==> src/rtl/rvs_pkg.sv <==
// Shared types, constants and helpers for the radial vignette shading unit.
`timescale 1ns / 1ps
package rvs_pkg;

  localparam int DIM_MAX   = 4096;
  localparam int POS_W     = $clog2(DIM_MAX);
  localparam int DIM_W     = POS_W + 1;
  localparam int CH_W      = 8;
  localparam int FAC_W     = 17;
  localparam int MASK_W    = 2 * FAC_W;
  localparam int STR_W     = 17;
  localparam int RCP_W     = 32;
  localparam int CFG_W     = 32;
  localparam int CFG_IDX_W = 2;

  localparam logic [FAC_W-1:0] ONE_Q16 = FAC_W'(65536);

  localparam logic [DIM_W-1:0] WIDTH_RST    = DIM_W'(640);
  localparam logic [DIM_W-1:0] HEIGHT_RST   = DIM_W'(480);
  localparam logic [STR_W-1:0] STRENGTH_RST = STR_W'(32768);
  localparam logic [RCP_W-1:0] RECIP_RST    = RCP_W'(7158);

  typedef enum logic [CFG_IDX_W-1:0] {
    CFG_WIDTH,
    CFG_HEIGHT,
    CFG_STRENGTH,
    CFG_RECIP
  } cfg_idx_t;

  typedef struct packed {
    logic             start;
    logic [POS_W-1:0] pos;
    logic [DIM_W-1:0] dim;
  } axis_req_t;

  typedef struct packed {
    logic [POS_W-1:0] col;
    logic [POS_W-1:0] row;
    logic [FAC_W-1:0] row_factor;
  } pos_state_t;

  function automatic logic [DIM_W-1:0] clamp_dim(input logic [DIM_W-1:0] d);
    logic [DIM_W-1:0] r;
    r = d;
    if (d == '0) r = DIM_W'(1);
    else if (d > DIM_W'(DIM_MAX)) r = DIM_W'(DIM_MAX);
    return r;
  endfunction

endpackage

==> src/rtl/rvs_shade.sv <==
// One channel times the Q32 mask, rounded and clamped to the channel range.
`timescale 1ns / 1ps
module rvs_shade (
  input  logic [rvs_pkg::MASK_W-1:0] mask,
  input  logic [rvs_pkg::CH_W-1:0]   pixel,
  output logic [rvs_pkg::CH_W-1:0]   shaded
);
  import rvs_pkg::*;

  localparam int P_W = MASK_W + CH_W;

  logic [P_W-1:0]   prod;
  logic [P_W:0]     rnd;
  logic [P_W-32:0]  v;

  assign prod   = {{MASK_W{1'b0}}, pixel} * {{CH_W{1'b0}}, mask};
  assign rnd    = {1'b0, prod} + (P_W+1)'(64'h8000_0000);
  assign v      = rnd[P_W:32];
  assign shaded = (v > (P_W-31)'({CH_W{1'b1}})) ? {CH_W{1'b1}} : v[CH_W-1:0];

endmodule

==> config.mk <==
export PLATFORM = sky130hd
export DESIGN_NAME = rvs_shade
export DESIGN_NICKNAME = d
export VERILOG_FILES = /design/src/rtl/rvs_pkg.sv /design/src/rtl/rvs_shade.sv
export SDC_FILE = /design/constraint.sdc
export NUM_CORES = 1
export LEC_CHECK = 0
export BUFFER_PORTS_ARGS = -buffer_cell sky130_fd_sc_hd__buf_4
export CORE_UTILIZATION = 57
export DETAILED_ROUTE_END_ITERATION = 12
export PLACE_DENSITY_LB_ADDON = 0.3
export SYNTH_ARGS = -nofsm -noshare
export SYNTH_HDL_FRONTEND = slang
export SYNTH_SLANG_ARGS = --single-unit
==> constraint.sdc <==
create_clock -name vclk -period 8.7
set_input_delay 0.435 -clock vclk [all_inputs]
set_output_delay 0.435 -clock vclk [all_outputs]
set_load 0.02 [all_outputs]
==> results.md <==
* Crit end category: primary output
* Most common cell in the netlist: inv_1
* Multiplexer share of the synthesized area at 0
* Fin crit period at 5.95 ns
* Post-Synth Simple-Gate Area at 0.218
* 1st-iter DRT viols at 319
* CP required at 8.27 ns
* DRT Pass-1 Iters at 10
* CTS resizes at 0
* Register Area at 0 µm²
* Netlist cell types at 43
* Mapped Nets at 1339
* LEAKAGE at 4.87 nW
* Post-Route WL at about 18000 µm
* XOR/XNOR Fraction of Synth Area at 0.00909
* ANT cells at 0
* Worst Path Arrival at 5.52 ns
* CP Max Fanout at 34
* Area of the multi-input gates at 7590 µm²
* Clock buf count at 0
* Synth area leaders: fa_1, and2_1, ha_1, inv_1, nand2_1
* Critical path class: in -> out
* Rows at 44
* Nets@finish at approximately 1400
* Post-route ant nets at 0
* Compound-Gate Fraction of Synth Area at 0.0729
* Worst path max stage delay at 0.56 ns
* # fillers at 1273
* Max transition margin at 0.714
* Crit share post-route at 0.684
* Synthesized cell area at ~8700 µm²
* Synth warnings at 0
* Via count at 6443
* CP Cell Sequence: buf_4 -> and2_1 -> fa_1 -> fa_1 -> fa_1 -> inv_1 -> fa_1 -> inv_1 -> ha_1 -> a21oi_1 -> o221ai_1 -> a21oi_1 -> a21oi_2 -> o21ai_2 -> a2111oi_2 -> or4_4 -> a21oi_4 -> nand2_1 -> buf_4
* Top cell type's share of synthesized area at 0.441
* Outcome: finished with violations
* Buffers on Ports at 50
* Drc violations at 1
* Share of layout cells above drive strength 1 at 0.0598
* # hold bufs at CTS at 0
* RSZ-0062 raised after global routing: false
* Synth-to-layout area growth at 5.86%
* Vias in the first global route at 6894
* WL per Instance at 14.6 µm
* Largest area contributor in the netlist: fa_1
* Vias per cell at 5.28
* First-pass GRT wire length at 31800 µm
* Cell count after synthesis at between 1000 and 1500
* Seq Cell Count at 0
* Die W at 125 µm
* Largest family of logic cells by synthesized area: adder cells
* # setup viols final at 0
* Pwr dens at 223 nW/µm²
* Post-Route Setup TNS at 0 ns
* Worst slew pin tran at 0.429 ns
* Maxcap violations at 0
* Total GRT Usage at 0.243
* # IOs at 50
* Pin count of the biggest net entering global routing at 35
* Syn avg cell area at about 8.6 µm²
* Post-route design area at roughly 9200 µm²
* Slew Limit Fails at 0
* Routability cong. at 0.836
* Post-synthesis sequential area ratio at 0
* HPWL after DPL at 14900 µm
* Initial antenna violation count at 0
* Die height at 125 µm
* Global route overflow at 0
* CP startpoint kind: input pin
* Commonest cells in the synthesized netlist: inv_1, and2_1, fa_1
* Initial Util at 0.590
* Synth Area in Adders at 0.575
* Setup Buffers After CTS at 0
* Endpoints failing hold at 0
* Worst path slowest cell: fa_1
* Post-DP Area at a little over 9000 µm²
* Worst VDD drop at 167 µV
* Hold crit path type: in -> out
* Core area at 14700 µm²
* Die area at ~16000 µm²
* Max Freq at 168 MHz
* Crit path top cell by count: fa_1
* Violated checks: design-rule violations
[logic make-up after synthesis]
group / count (synthesis)
AND/OR/NAND/NOR: 339
buffers and inverters: 288
AO/OA/AOI/OAI: 93
adder cells (fa/ha/maj): 284
XOR/XNOR: 9
[final cells by class]
| class | count | area share |
|---|---|---|
| Multi-Input combinational cell | 725 | 0.827 |
| Inverter | 262 | 0.107 |
| Timing Repair Buffer | 50 | 0.0409 |
| Tap cell | 184 | 0.0251 |
[layout by cell type, fill, tap and decap left out, types with 3 or more instances in the layout]
cell and count:
inv_1 261, and2_1 213, fa_1 191, ha_1 93, nand2_1 85, buf_4 50, a21oi_1 27, o21ai_0 12
a21o_1 12, nor2_1 9, o21ai_1 8, nand4_1 8, nand3_1 7, xnor2_1 6, and3_1 5, o211ai_1 4
a211oi_1 3, o21ai_2 3, xor2_1 3, nor2b_1 3, a31oi_1 3, nor3_1 3
[where the power goes]
group | switching, mW | internal [mW]
clock | 0 | 0
combinational | 1.20 | 0.851
sequential | 0 | 0
total | 1.20 | 0.851
[critical path: cells and delay by family]
kind | cells | cell delay [ns]
fa+ha+maj | 5 | 2.34
simple gates | 3 | 0.84
buf+inv | 4 | 0.58
compound gates | 7 | 1.30
[worst paths after layout]
kind / cells past startpoint / to / startpoint / slack [ns]
max: 19 / shaded[3] / pixel[6] / 2.75
min: 8 / shaded[4] / mask[33] / 2.06
[per-layer routing]
| metal | up-vias | track usage | part of all wire |
|---|---|---|---|
| li1 | 3069 | - | - |
| met1 | 3202 | 0.347 | 0.46 |
| met2 | 161 | 0.432 | 0.49 |
| met3 | 11 | 0.0128 | 0.039 |
| met4 | 0 | 0.00861 | 0.0047 |
| met5 | - | 0 | 0 |
[through the flow]
| step | setup WS [ns] | power (mW) | cells | hold slack, ns | utilization |
|---|---|---|---|---|---|
| after detailed placement | 2.77 | 2.04 | 1221 | 2.05 | 0.624 |
| after global placement | 2.82 | 2.02 | 1221 | 2.07 | 0.624 |
| after global routing | 2.45 | 2.34 | 1221 | 2.17 | 0.624 |
| after CTS | 2.76 | 2.06 | 1221 | 2.07 | 0.624 |
| after floorplan | 3.22 | 1.54 | 1013 | 1.73 | - |
| final | 2.75 | 2.05 | 1221 | 2.06 | 0.624 |
No activity file was read; power rests on OpenSTA's default activity.
