`config.mk`:
```
export PLATFORM = sky130hd
export DESIGN_NAME = rvs_state_mem
export DESIGN_NICKNAME = d
export VERILOG_FILES = /design/src/rtl/rvs_pkg.sv /design/src/rtl/rvs_state_mem.sv
export SDC_FILE = /design/constraint.sdc
export NUM_CORES = 1
export LEC_CHECK = 0
export BUFFER_PORTS_ARGS = -buffer_cell sky130_fd_sc_hd__clkbuf_2
export CAP_MARGIN = 15
export CORE_UTILIZATION = 54
export CTS_CLUSTER_SIZE = 8
export DETAILED_ROUTE_END_ITERATION = 16
export HOLD_SLACK_MARGIN = 0.15
export PLACE_DENSITY_LB_ADDON = 0.08
export SYNTH_ARGS = -nofsm -noshare
export SYNTH_HDL_FRONTEND = slang
export SYNTH_SLANG_ARGS = --single-unit
```
`constraint.sdc`:
```
create_clock -name clk -period 2.2 [get_ports clk]
set_input_delay 0.44 -clock clk [delete_from_list [all_inputs] [get_ports clk]]
set_output_delay 0.44 -clock clk [all_outputs]
set_load 0.02 [all_outputs]
```
`src/rtl/rvs_pkg.sv`:
```
// Shared types, constants and helpers for the radial vignette shading unit.
`timescale 1ns / 1ps
package rvs_pkg;

  localparam int DIM_MAX   = 4096;
  localparam int POS_W     = $clog2(DIM_MAX);
  localparam int DIM_W     = POS_W + 1;
  localparam int CH_W      = 8;
  localparam int FAC_W     = 17;
  localparam int MASK_W    = 2 * FAC_W;
  localparam int STR_W     = 17;
  localparam int RCP_W     = 32;
  localparam int CFG_W     = 32;
  localparam int CFG_IDX_W = 2;

  localparam logic [FAC_W-1:0] ONE_Q16 = FAC_W'(65536);

  localparam logic [DIM_W-1:0] WIDTH_RST    = DIM_W'(640);
  localparam logic [DIM_W-1:0] HEIGHT_RST   = DIM_W'(480);
  localparam logic [STR_W-1:0] STRENGTH_RST = STR_W'(32768);
  localparam logic [RCP_W-1:0] RECIP_RST    = RCP_W'(7158);

  typedef enum logic [CFG_IDX_W-1:0] {
    CFG_WIDTH,
    CFG_HEIGHT,
    CFG_STRENGTH,
    CFG_RECIP
  } cfg_idx_t;

  typedef struct packed {
    logic             start;
    logic [POS_W-1:0] pos;
    logic [DIM_W-1:0] dim;
  } axis_req_t;

  typedef struct packed {
    logic [POS_W-1:0] col;
    logic [POS_W-1:0] row;
    logic [FAC_W-1:0] row_factor;
  } pos_state_t;

  function automatic logic [DIM_W-1:0] clamp_dim(input logic [DIM_W-1:0] d);
    logic [DIM_W-1:0] r;
    r = d;
    if (d == '0) r = DIM_W'(1);
    else if (d > DIM_W'(DIM_MAX)) r = DIM_W'(DIM_MAX);
    return r;
  endfunction

endpackage

```
`src/rtl/rvs_state_mem.sv`:
```
// Position and row factor store with registered read.
`timescale 1ns / 1ps
module rvs_state_mem (
  input  logic                clk,
  input  logic                rst,
  input  logic                we,
  input  rvs_pkg::pos_state_t wdata,
  input  logic                re,
  output rvs_pkg::pos_state_t rdata
);
  import rvs_pkg::*;

  pos_state_t mem [0:0];
  logic       written;

  always_ff @(posedge clk) begin
    if (we) begin
      mem[0] <= wdata;
    end
    if (re) begin
      rdata <= written ? mem[0] : '{col: '0, row: '0, row_factor: ONE_Q16};
    end
  end

  always_ff @(posedge clk) begin
    if (rst) begin
      written <= 1'b0;
    end else if (we) begin
      written <= 1'b1;
    end
  end

endmodule

```
==> flow_metrics.py <==
metrics = {
    "place": {
        "hpwl_mm": 2.81,
        "portBuffers": 85,
        "routabilityCongestion": 0.762,
        "place_inst": 280,
    },
    "yosys": {
        "synth.most_common_cell": "edfxtp_1",
        "yosys-top-cells-count": "edfxtp_1 (82), and2_2 (40), clkbuf_2 (4)",
        "syn_inst": 129,
        "ys_types": 6,
        "synth-async-reset-ratio": 0,
        "syn-cell-area_mm2": 0.00282,
        "synth_edf_count": 82,
        "synthFlopType": "edfxtp_1",
        "yosysWarnings": 0,
        "synthTopCellsByArea": "edfxtp_1 (87%), and2_2 (11%), clkbuf_2 (0.71%)",
        "ys_seq_area_frac": 0.880,
        "synth_top_area_frac": 0.873,
        "postSynthAreaPerCell_um2": 21.9,
        "syn_nets": 174,
        "ys_ff_latch": 83,
        "synth_top_cell_by_area": "edfxtp_1",
    },
    "floorplanning": {
        "start_util": 0.578,
        "num_rows": 25,
        "die-area_mm2": 0.00552,
        "die_x_um": 74.3,
        "core_area_mm2": 0.00488,
        "dieHeight_um": 74.3,
        "pin_count": 86,
    },
    "sta": {
        "timing.setup.tns_ns": 0,
        "worst_slew_pin_slew_ns": 0.543,
        "max_freq_mhz": 734,
        "clock_skew_ns": 0.00626,
        "slew_violations": 0,
        "maxSlewHeadroom": 0.638,
        "finalSetupViolations": 0,
        "hold_viol": 0,
        "whs_ns": 0.268,
        "finalWorstPathRequiredPeriod_ns": 1.36,
        "rsz0062_at_grt": "false",
        "min_period_over_period": 0.619,
    },
    "finish": {
        "area_growth_pct": 25.1,
        "layout.cells.non_filler": 296,
        "utilization": 0.723,
        "nFillCells": 313,
        "antenna-diode-count": 0,
        "drive_gt1_frac": 0.629,
        "regArea_mm2": 0.00248,
        "multi_input_area_um2": 318,
        "nets": 269,
    },
    "route": {
        "vias": 1390,
        "drc_errors": 0,
        "first_iter_violations": 39,
        "ant_nets": 0,
        "routed_via_density": 4.70,
        "wire_per_inst_um": 13.6,
        "drtPass1Iterations": 5,
        "routed_wl_mm": 4.03,
    },
    "power_and_ir_drop": {
        "peakVddDrop_mv": 0.516,
        "p_per_area_mw_per_mm2": 886,
        "p_leak_uw": 0.00145,
    },
    "clock_tree": {
        "clock_latency_ns": 0.34,
        "clk_pin_slew_ns": 0.08,
        "cts_max_level": 3,
        "numCtsBuffers": 9,
        "root_buffer": "clkbuf_8",
        "clockBufferDepth": 2,
        "cts_sinks": 83,
        "ctsResizeCount": 0,
        "postCtsHoldBufs": 0,
        "cts_tree": "yes",
        "postCtsSetupRepairBufs": 0,
    },
    "setup_path": {
        "path_delay_family": "flip-flops",
        "critPathKind": "reg -> out",
        "cp_cell_sequence": "clkbuf_2",
        "critPathArrivalTime_ns": 0.92,
        "cp.buffers_inverters": 1,
        "start_kind": "register",
        "cpMaxStageDelayCell": "edfxtp_1",
        "end_kind": "primary output",
        "cp.required_ns": 1.76,
        "crit_fanout": 1,
        "slowest_delay_ns": 0.40,
    },
    "global_route": {
        "grt.total_usage": 0.163,
        "grt_pass1_vias": 1325,
        "grt_max_degree": 42,
        "overflow": 0,
        "grt_pass1_wl_mm": 6.02,
        "antenna_found_initial": 0,
    },
    "hold_path": {
        "hold_path_class": "in -> reg",
    },
    "status": {
        "status": "finished clean",
    },
    "run": {
        "maxCapViolCount": 0,
    },
}
==> routing by layer <==
layer  part of all wire  vias to the layer above  GRT usage  wire length [µm]
met5                  0                        -          0                 0
met4              0.026                        0      0.107               106
met3              0.061                       11     0.0515               244
met2               0.52                       59      0.273              2100
met1               0.39                      659      0.180              1570
li1                   -                      661          -                 -
==> cell families (layout without fill, tap and decap cells) <==
family / after synthesis / after routing / share of synthesized area
DFF: 83 / 83 / 0.880
and+or+nand+nor: 41 / 41 / 0.109
AOI/OAI and AO/OA: 1 / 1 / 0.00355
buffers and inverters: 4 / 104 / 0.00710
==> placed cells by master (no fill, tap or decap) <==
cell	instances
edfxtp_1	82
or2b_1	1
o21ba_2	1
and2_2	40
clkinv_1	1
dfxtp_1	1
clkbuf_2	85
buf_4	2
clkinv_2	5
buf_12	1
bufinv_16	1
clkbuf_8	9
==> path summary, 6_finish.rpt <==
path	to	slack, ns	start	cells past startpoint
max	rdata[19]	0.84	rdata[19]	1
min	mem[0][18]	0.27	wdata[18]	1
max reg2reg	rdata[14]	1.06	written	2
min reg2reg	rdata[9]	0.54	mem[0][9]	1
==> sequential cells by signal (all words and copies together), names as in the netlist <==
| register | flops |
|---|---|
| mem | 41 |
| rdata | 41 |
| written | 1 |
==> area by class of cell <==
class	count	share of cell area
Clock buffer	9	0.0351
Clock inverter	7	0.0167
Multi-Input combinational cell	42	0.0901
Sequential cell	83	0.704
Tap cell	67	0.0238
Timing Repair Buffer	88	0.131
==> stage by stage <==
stage | setup WS [ns] | total power, µW | instance area, µm²
2_1_floorplan | 1.31 | 2030 | 2820
3_5_place_dp | 0.762 | 2160 | 3340
3_3_place_gp | 0.815 | 2150 | 3340
6_report | 0.837 | 3130 | 3530
4_1_cts | 0.829 | 3150 | 3530
5_1_grt | 0.804 | 3230 | 3530
==> power by group <==
group | switching, µW | total, µW | internal, µW
clock | 491 | 1000 | 510
combinational | 135 | 230 | 95.3
sequential | 29.5 | 1890 | 1860
total | 656 | 3130 | 2470
Note: power is estimated with default switching activity, not from simulation.
