## src/rtl/rvs_pkg.sv

```systemverilog
// Shared types, constants and helpers for the radial vignette shading unit.
`timescale 1ns / 1ps
package rvs_pkg;

  localparam int DIM_MAX   = 4096;
  localparam int POS_W     = $clog2(DIM_MAX);
  localparam int DIM_W     = POS_W + 1;
  localparam int CH_W      = 8;
  localparam int FAC_W     = 17;
  localparam int MASK_W    = 2 * FAC_W;
  localparam int STR_W     = 17;
  localparam int RCP_W     = 32;
  localparam int CFG_W     = 32;
  localparam int CFG_IDX_W = 2;

  localparam logic [FAC_W-1:0] ONE_Q16 = FAC_W'(65536);

  localparam logic [DIM_W-1:0] WIDTH_RST    = DIM_W'(640);
  localparam logic [DIM_W-1:0] HEIGHT_RST   = DIM_W'(480);
  localparam logic [STR_W-1:0] STRENGTH_RST = STR_W'(32768);
  localparam logic [RCP_W-1:0] RECIP_RST    = RCP_W'(7158);

  typedef enum logic [CFG_IDX_W-1:0] {
    CFG_WIDTH,
    CFG_HEIGHT,
    CFG_STRENGTH,
    CFG_RECIP
  } cfg_idx_t;

  typedef struct packed {
    logic             start;
    logic [POS_W-1:0] pos;
    logic [DIM_W-1:0] dim;
  } axis_req_t;

  typedef struct packed {
    logic [POS_W-1:0] col;
    logic [POS_W-1:0] row;
    logic [FAC_W-1:0] row_factor;
  } pos_state_t;

  function automatic logic [DIM_W-1:0] clamp_dim(input logic [DIM_W-1:0] d);
    logic [DIM_W-1:0] r;
    r = d;
    if (d == '0) r = DIM_W'(1);
    else if (d > DIM_W'(DIM_MAX)) r = DIM_W'(DIM_MAX);
    return r;
  endfunction

endpackage

```

## src/rtl/rvs_axis.sv

```systemverilog
// Multi-cycle axis factor unit: 1 - s*(2p-d)^2/N in Q16.
`timescale 1ns / 1ps
module rvs_axis (
  input  logic                      clk,
  input  logic                      rst,
  input  rvs_pkg::axis_req_t        req,
  input  logic [rvs_pkg::STR_W-1:0] strength,
  input  logic [rvs_pkg::RCP_W-1:0] recip,
  output logic                      done,
  output logic [rvs_pkg::FAC_W-1:0] f
);
  import rvs_pkg::*;

  localparam int A2_W = 2 * DIM_W;
  localparam int T_W  = A2_W + RCP_W;
  localparam int Q_W  = 18;
  localparam int SP_W = STR_W + Q_W;

  logic [DIM_W-1:0] twice;
  logic [DIM_W-1:0] a;
  logic [A2_W-1:0]  a2;
  logic [T_W-1:0]   t;
  logic [T_W:0]     t_rnd;
  logic [Q_W-1:0]   q_sat;
  logic [SP_W-1:0]  sqp;
  logic [SP_W:0]    sq_rnd;
  logic [SP_W-16:0] sq;
  logic [1:0]       step;
  logic             busy;

  assign twice  = {req.pos, 1'b0};
  assign a      = (twice >= req.dim) ? (twice - req.dim) : (req.dim - twice);
  assign t_rnd  = {1'b0, t} + (T_W+1)'(32768);
  assign q_sat  = (t_rnd[T_W:16] > (T_W-15)'(131072)) ? Q_W'(131072) : t_rnd[16+Q_W-1:16];
  assign sq_rnd = {1'b0, sqp} + (SP_W+1)'(32768);
  assign sq     = sq_rnd[SP_W:16];

  always_ff @(posedge clk) begin
    if (req.start) begin
      a2 <= {{DIM_W{1'b0}}, a} * {{DIM_W{1'b0}}, a};
    end
    t   <= {{RCP_W{1'b0}}, a2} * {{A2_W{1'b0}}, recip};
    sqp <= {{Q_W{1'b0}}, strength} * {{STR_W{1'b0}}, q_sat};
    f   <= (sq >= (SP_W-15)'(65536)) ? '0 : FAC_W'((SP_W-15)'(65536) - sq);
  end

  always_ff @(posedge clk) begin
    if (rst) begin
      busy <= 1'b0;
      step <= '0;
      done <= 1'b0;
    end else begin
      done <= 1'b0;
      if (req.start) begin
        busy <= 1'b1;
        step <= '0;
      end else if (busy) begin
        step <= step + 2'd1;
        if (step == 2'd2) begin
          busy <= 1'b0;
          done <= 1'b1;
        end
      end
    end
  end

endmodule

```

## config.mk

```make
export PLATFORM = sky130hd
export DESIGN_NAME = rvs_axis
export DESIGN_NICKNAME = d
export VERILOG_FILES = /design/src/rtl/rvs_pkg.sv /design/src/rtl/rvs_axis.sv
export SDC_FILE = /design/constraint.sdc
export NUM_CORES = 2
export LEC_CHECK = 0
export ABC_AREA = 0
export ABC_CLOCK_PERIOD_IN_PS = 11910
export BUFFER_PORTS_ARGS = -buffer_cell sky130_fd_sc_hd__buf_2
export CAP_MARGIN = 10
export CORE_MARGIN = 5
export CORE_UTILIZATION = 58
export CTS_CLUSTER_DIAMETER = 30
export DETAILED_ROUTE_END_ITERATION = 12
export PLACE_DENSITY = 0.8
export SLEW_MARGIN = 0
export SYNTH_ARGS = -nofsm -noshare
export SYNTH_HDL_FRONTEND = slang
export SYNTH_SLANG_ARGS = --single-unit
```

## constraint.sdc

```tcl
create_clock -name clk -period 11.91 [get_ports clk]
set_clock_uncertainty 0.15 [all_clocks]
set_input_delay 2.382 -clock clk [delete_from_list [all_inputs] [get_ports clk]]
set_output_delay 2.382 -clock clk [all_outputs]
set_load 0.1 [all_outputs]
```

==> flow_summary.yaml <==
floorplanning:
  start_util_pct: 58.6
  die_h_um: 288
  coreArea_mm2: 0.0762
  rows: 101
  ios: 95
  fp.dieArea_mm2: 0.0827
  die_w_um: 288
sta:
  min_period_ns: 10.72
  finalHoldViolCount: 0
  fin_ws_ns: 1.19
  tns_ns: 0
  drv_slew: 0
  grt_setup_unrepaired: "false"
  relSlewSlack_pct: 24.0
  worstMarginPinSlew_ns: 1.13
  fmax_ghz: 0.0933
  timing.final.crit_share_pct: 90.0
  finalSetupViolCount: 0
route:
  vias: 33600
  drc: 0
  vias_per_cell: 5.64
  firstDrtPassIters: 6
  drtIter0Drc: 2355
  finalWirelength_um: 110000
  ant_nets: 0
  routedWlPerCell_um: 18.5
setup_path:
  cp_top_family: "compound AO/OA/AOI/OAI gates"
  critPathCaptureType: "flip-flop"
  startpoint_type: "primary input"
  critical_path.max_fanout: 11
  critPathSlowestCell: "a21oi_1"
  crit_buf_inv: 7
  crit_type: "primary input to flip-flop"
  crit_required_ns: 11.89
  arrival_ns: 10.70
  slowest_delay_ns: 0.81
cts:
  cts_setup_buffers: 0
  cts_hold_buf: 0
  cts_buffers: 9
  cts_buffer_depth: 2
  clkSlewWorstSetupHoldPaths_ns: 0.08
  cts_root_buffer: "clkbuf_16"
  numClockSinks: 109
  cts_resized: 0
  clock_latency_ns: 0.38
  cts_tree: "done"
  h-tree-depth: 3
finish:
  fin_area_mm2: 0.0464
  drive_above_1_share_pct: 4.33
  final_nets: 6434
  syn_to_final_growth_pct: 3.79
synth:
  synth_largest_area_cell: "fa_1"
  ys.flop_type: "dfxtp_1"
  ys_seq_area_share_pct: 5.44
  synth-edff-count: 25
  netlist_instances: 4963
  yosysUniqueCellTypes: 77
  syn-cell-area_mm2: 0.0447
  async_flop_share_pct: 0
  synth_top_area_share_pct: 45.9
  syn_avg_cell_area_um2: 9.00
  yosysWarnings: 0
  yosys-top-cells-area: "fa_1, ha_1, inv_1"
  ys_ff_latch: 109
placed_design:
  gp_congestion: 0.918
  dp_slack_ns: 0.832
  dpl-instance-area_mm2: 0.0461
  io_buffers: 94
  dp_hpwl_um: 85800
global_route:
  first_global_vias: 36400
  track_usage_pct: 27.5
  grt_pass1_wl_um: 183000
  grt_max_degree: 33
  grt-ovfl-total: 0
  antenna_found_initial: 3
min_path:
  min_path_type: "flip-flop to flip-flop"
run:
  maxCapViolations: 0
status:
  status: "finished clean"
-- kinds of logic (layout without fill, tap and decap cells) --
kind of cell | after synthesis | after routing | share of synthesized area [%]
XOR/XNOR | 140 | 140 | 2.74
adder cells (fa/ha/maj) | 1442 | 1442 | 57.6
buffers and inverters | 1324 | 1277 | 11.2
flip-flops | 109 | 109 | 5.44
AO/OA/AOI/OAI | 354 | 354 | 5.25
AND/OR/NAND/NOR | 1573 | 1573 | 17.2
other | 1 | 9 | 0.00839
multiplexers | 20 | 20 | 0.462
-- cells in the mapped netlist (all sizes together) (24+ instances only) --
master	count
inv	1107
fa	1025
nand2	736
and2	424
ha	417
clkbuf	188
nor2	171
a21oi	97
xnor2	92
dfxtp	84
o21ai	60
a21o	56
nand3	53
xor2	48
and3	37
nor3	36
buf	29
nand4	26
edfxtp	25
nor4	24
-- path summary, 6_finish.rpt --
kind | slack, ns | startpoint | cells past startpoint | endpoint
setup / recovery | 1.19 | req[8] | 29 | a2[24]
hold / removal | 0.36 | busy | 2 | done
setup reg to reg | 1.42 | t[22] | 28 | sqp[31]
hold reg to reg | 0.36 | busy | 2 | done
-- routing by layer --
layer	routed length (um)	GRT usage [%]	up-vias
li1	-	-	14700
met1	42600	35.7	17000
met2	53700	47.0	1517
met3	9520	5.06	287
met4	4050	9.21	0
met5	0	0	-
-- through the flow --
stage	hold WS (ns)	utilization [%]	cells
final	0.358	60.9	5954
after global routing	0.388	60.8	5950
after CTS	0.366	60.8	5949
after detailed placement	0.352	60.4	5933
after global placement	0.339	60.4	5933
after floorplan	0.312	-	4967
-- worst min-delay path, delay by kind of cell, from the launching register on --
kind          cells  cell delay, ns
flops             1            0.35
simple gates      2            0.12
-- area by class of cell --
type / instances / area, um^2
flip-flops and latches: 109 / 2430
diodes: 4 / 10.0
clock inverters: 7 / 77.6
clock buffers: 9 / 225
multi-input cells: 3534 / 37300
repair buffers: 154 / 921
fillers: 6274 / 29800
well taps: 1030 / 1290
inverters: 1107 / 4160
-- cells in the final DEF, fill, tap and decap left out, types with 37 or more instances in the layout --
master	instances
o21ai_0	58
and2_1	423
dfxtp_1	84
and3_1	37
xnor2_1	92
ha_1	417
fa_1	1025
buf_4	60
nand3_1	53
a21oi_1	96
nor2_1	171
xor2_1	48
buf_2	94
a21o_1	56
inv_1	1107
nand2_1	736
-- sequential cells by signal (all words and copies together), names as in the netlist --
name and flops:
f 17, done 1, busy 1, t 43, step 2, a2 25
sqp 20
Power is not shown: default switching activity piles up to over one toggle a cycle in this logic, so the estimate is an artifact.
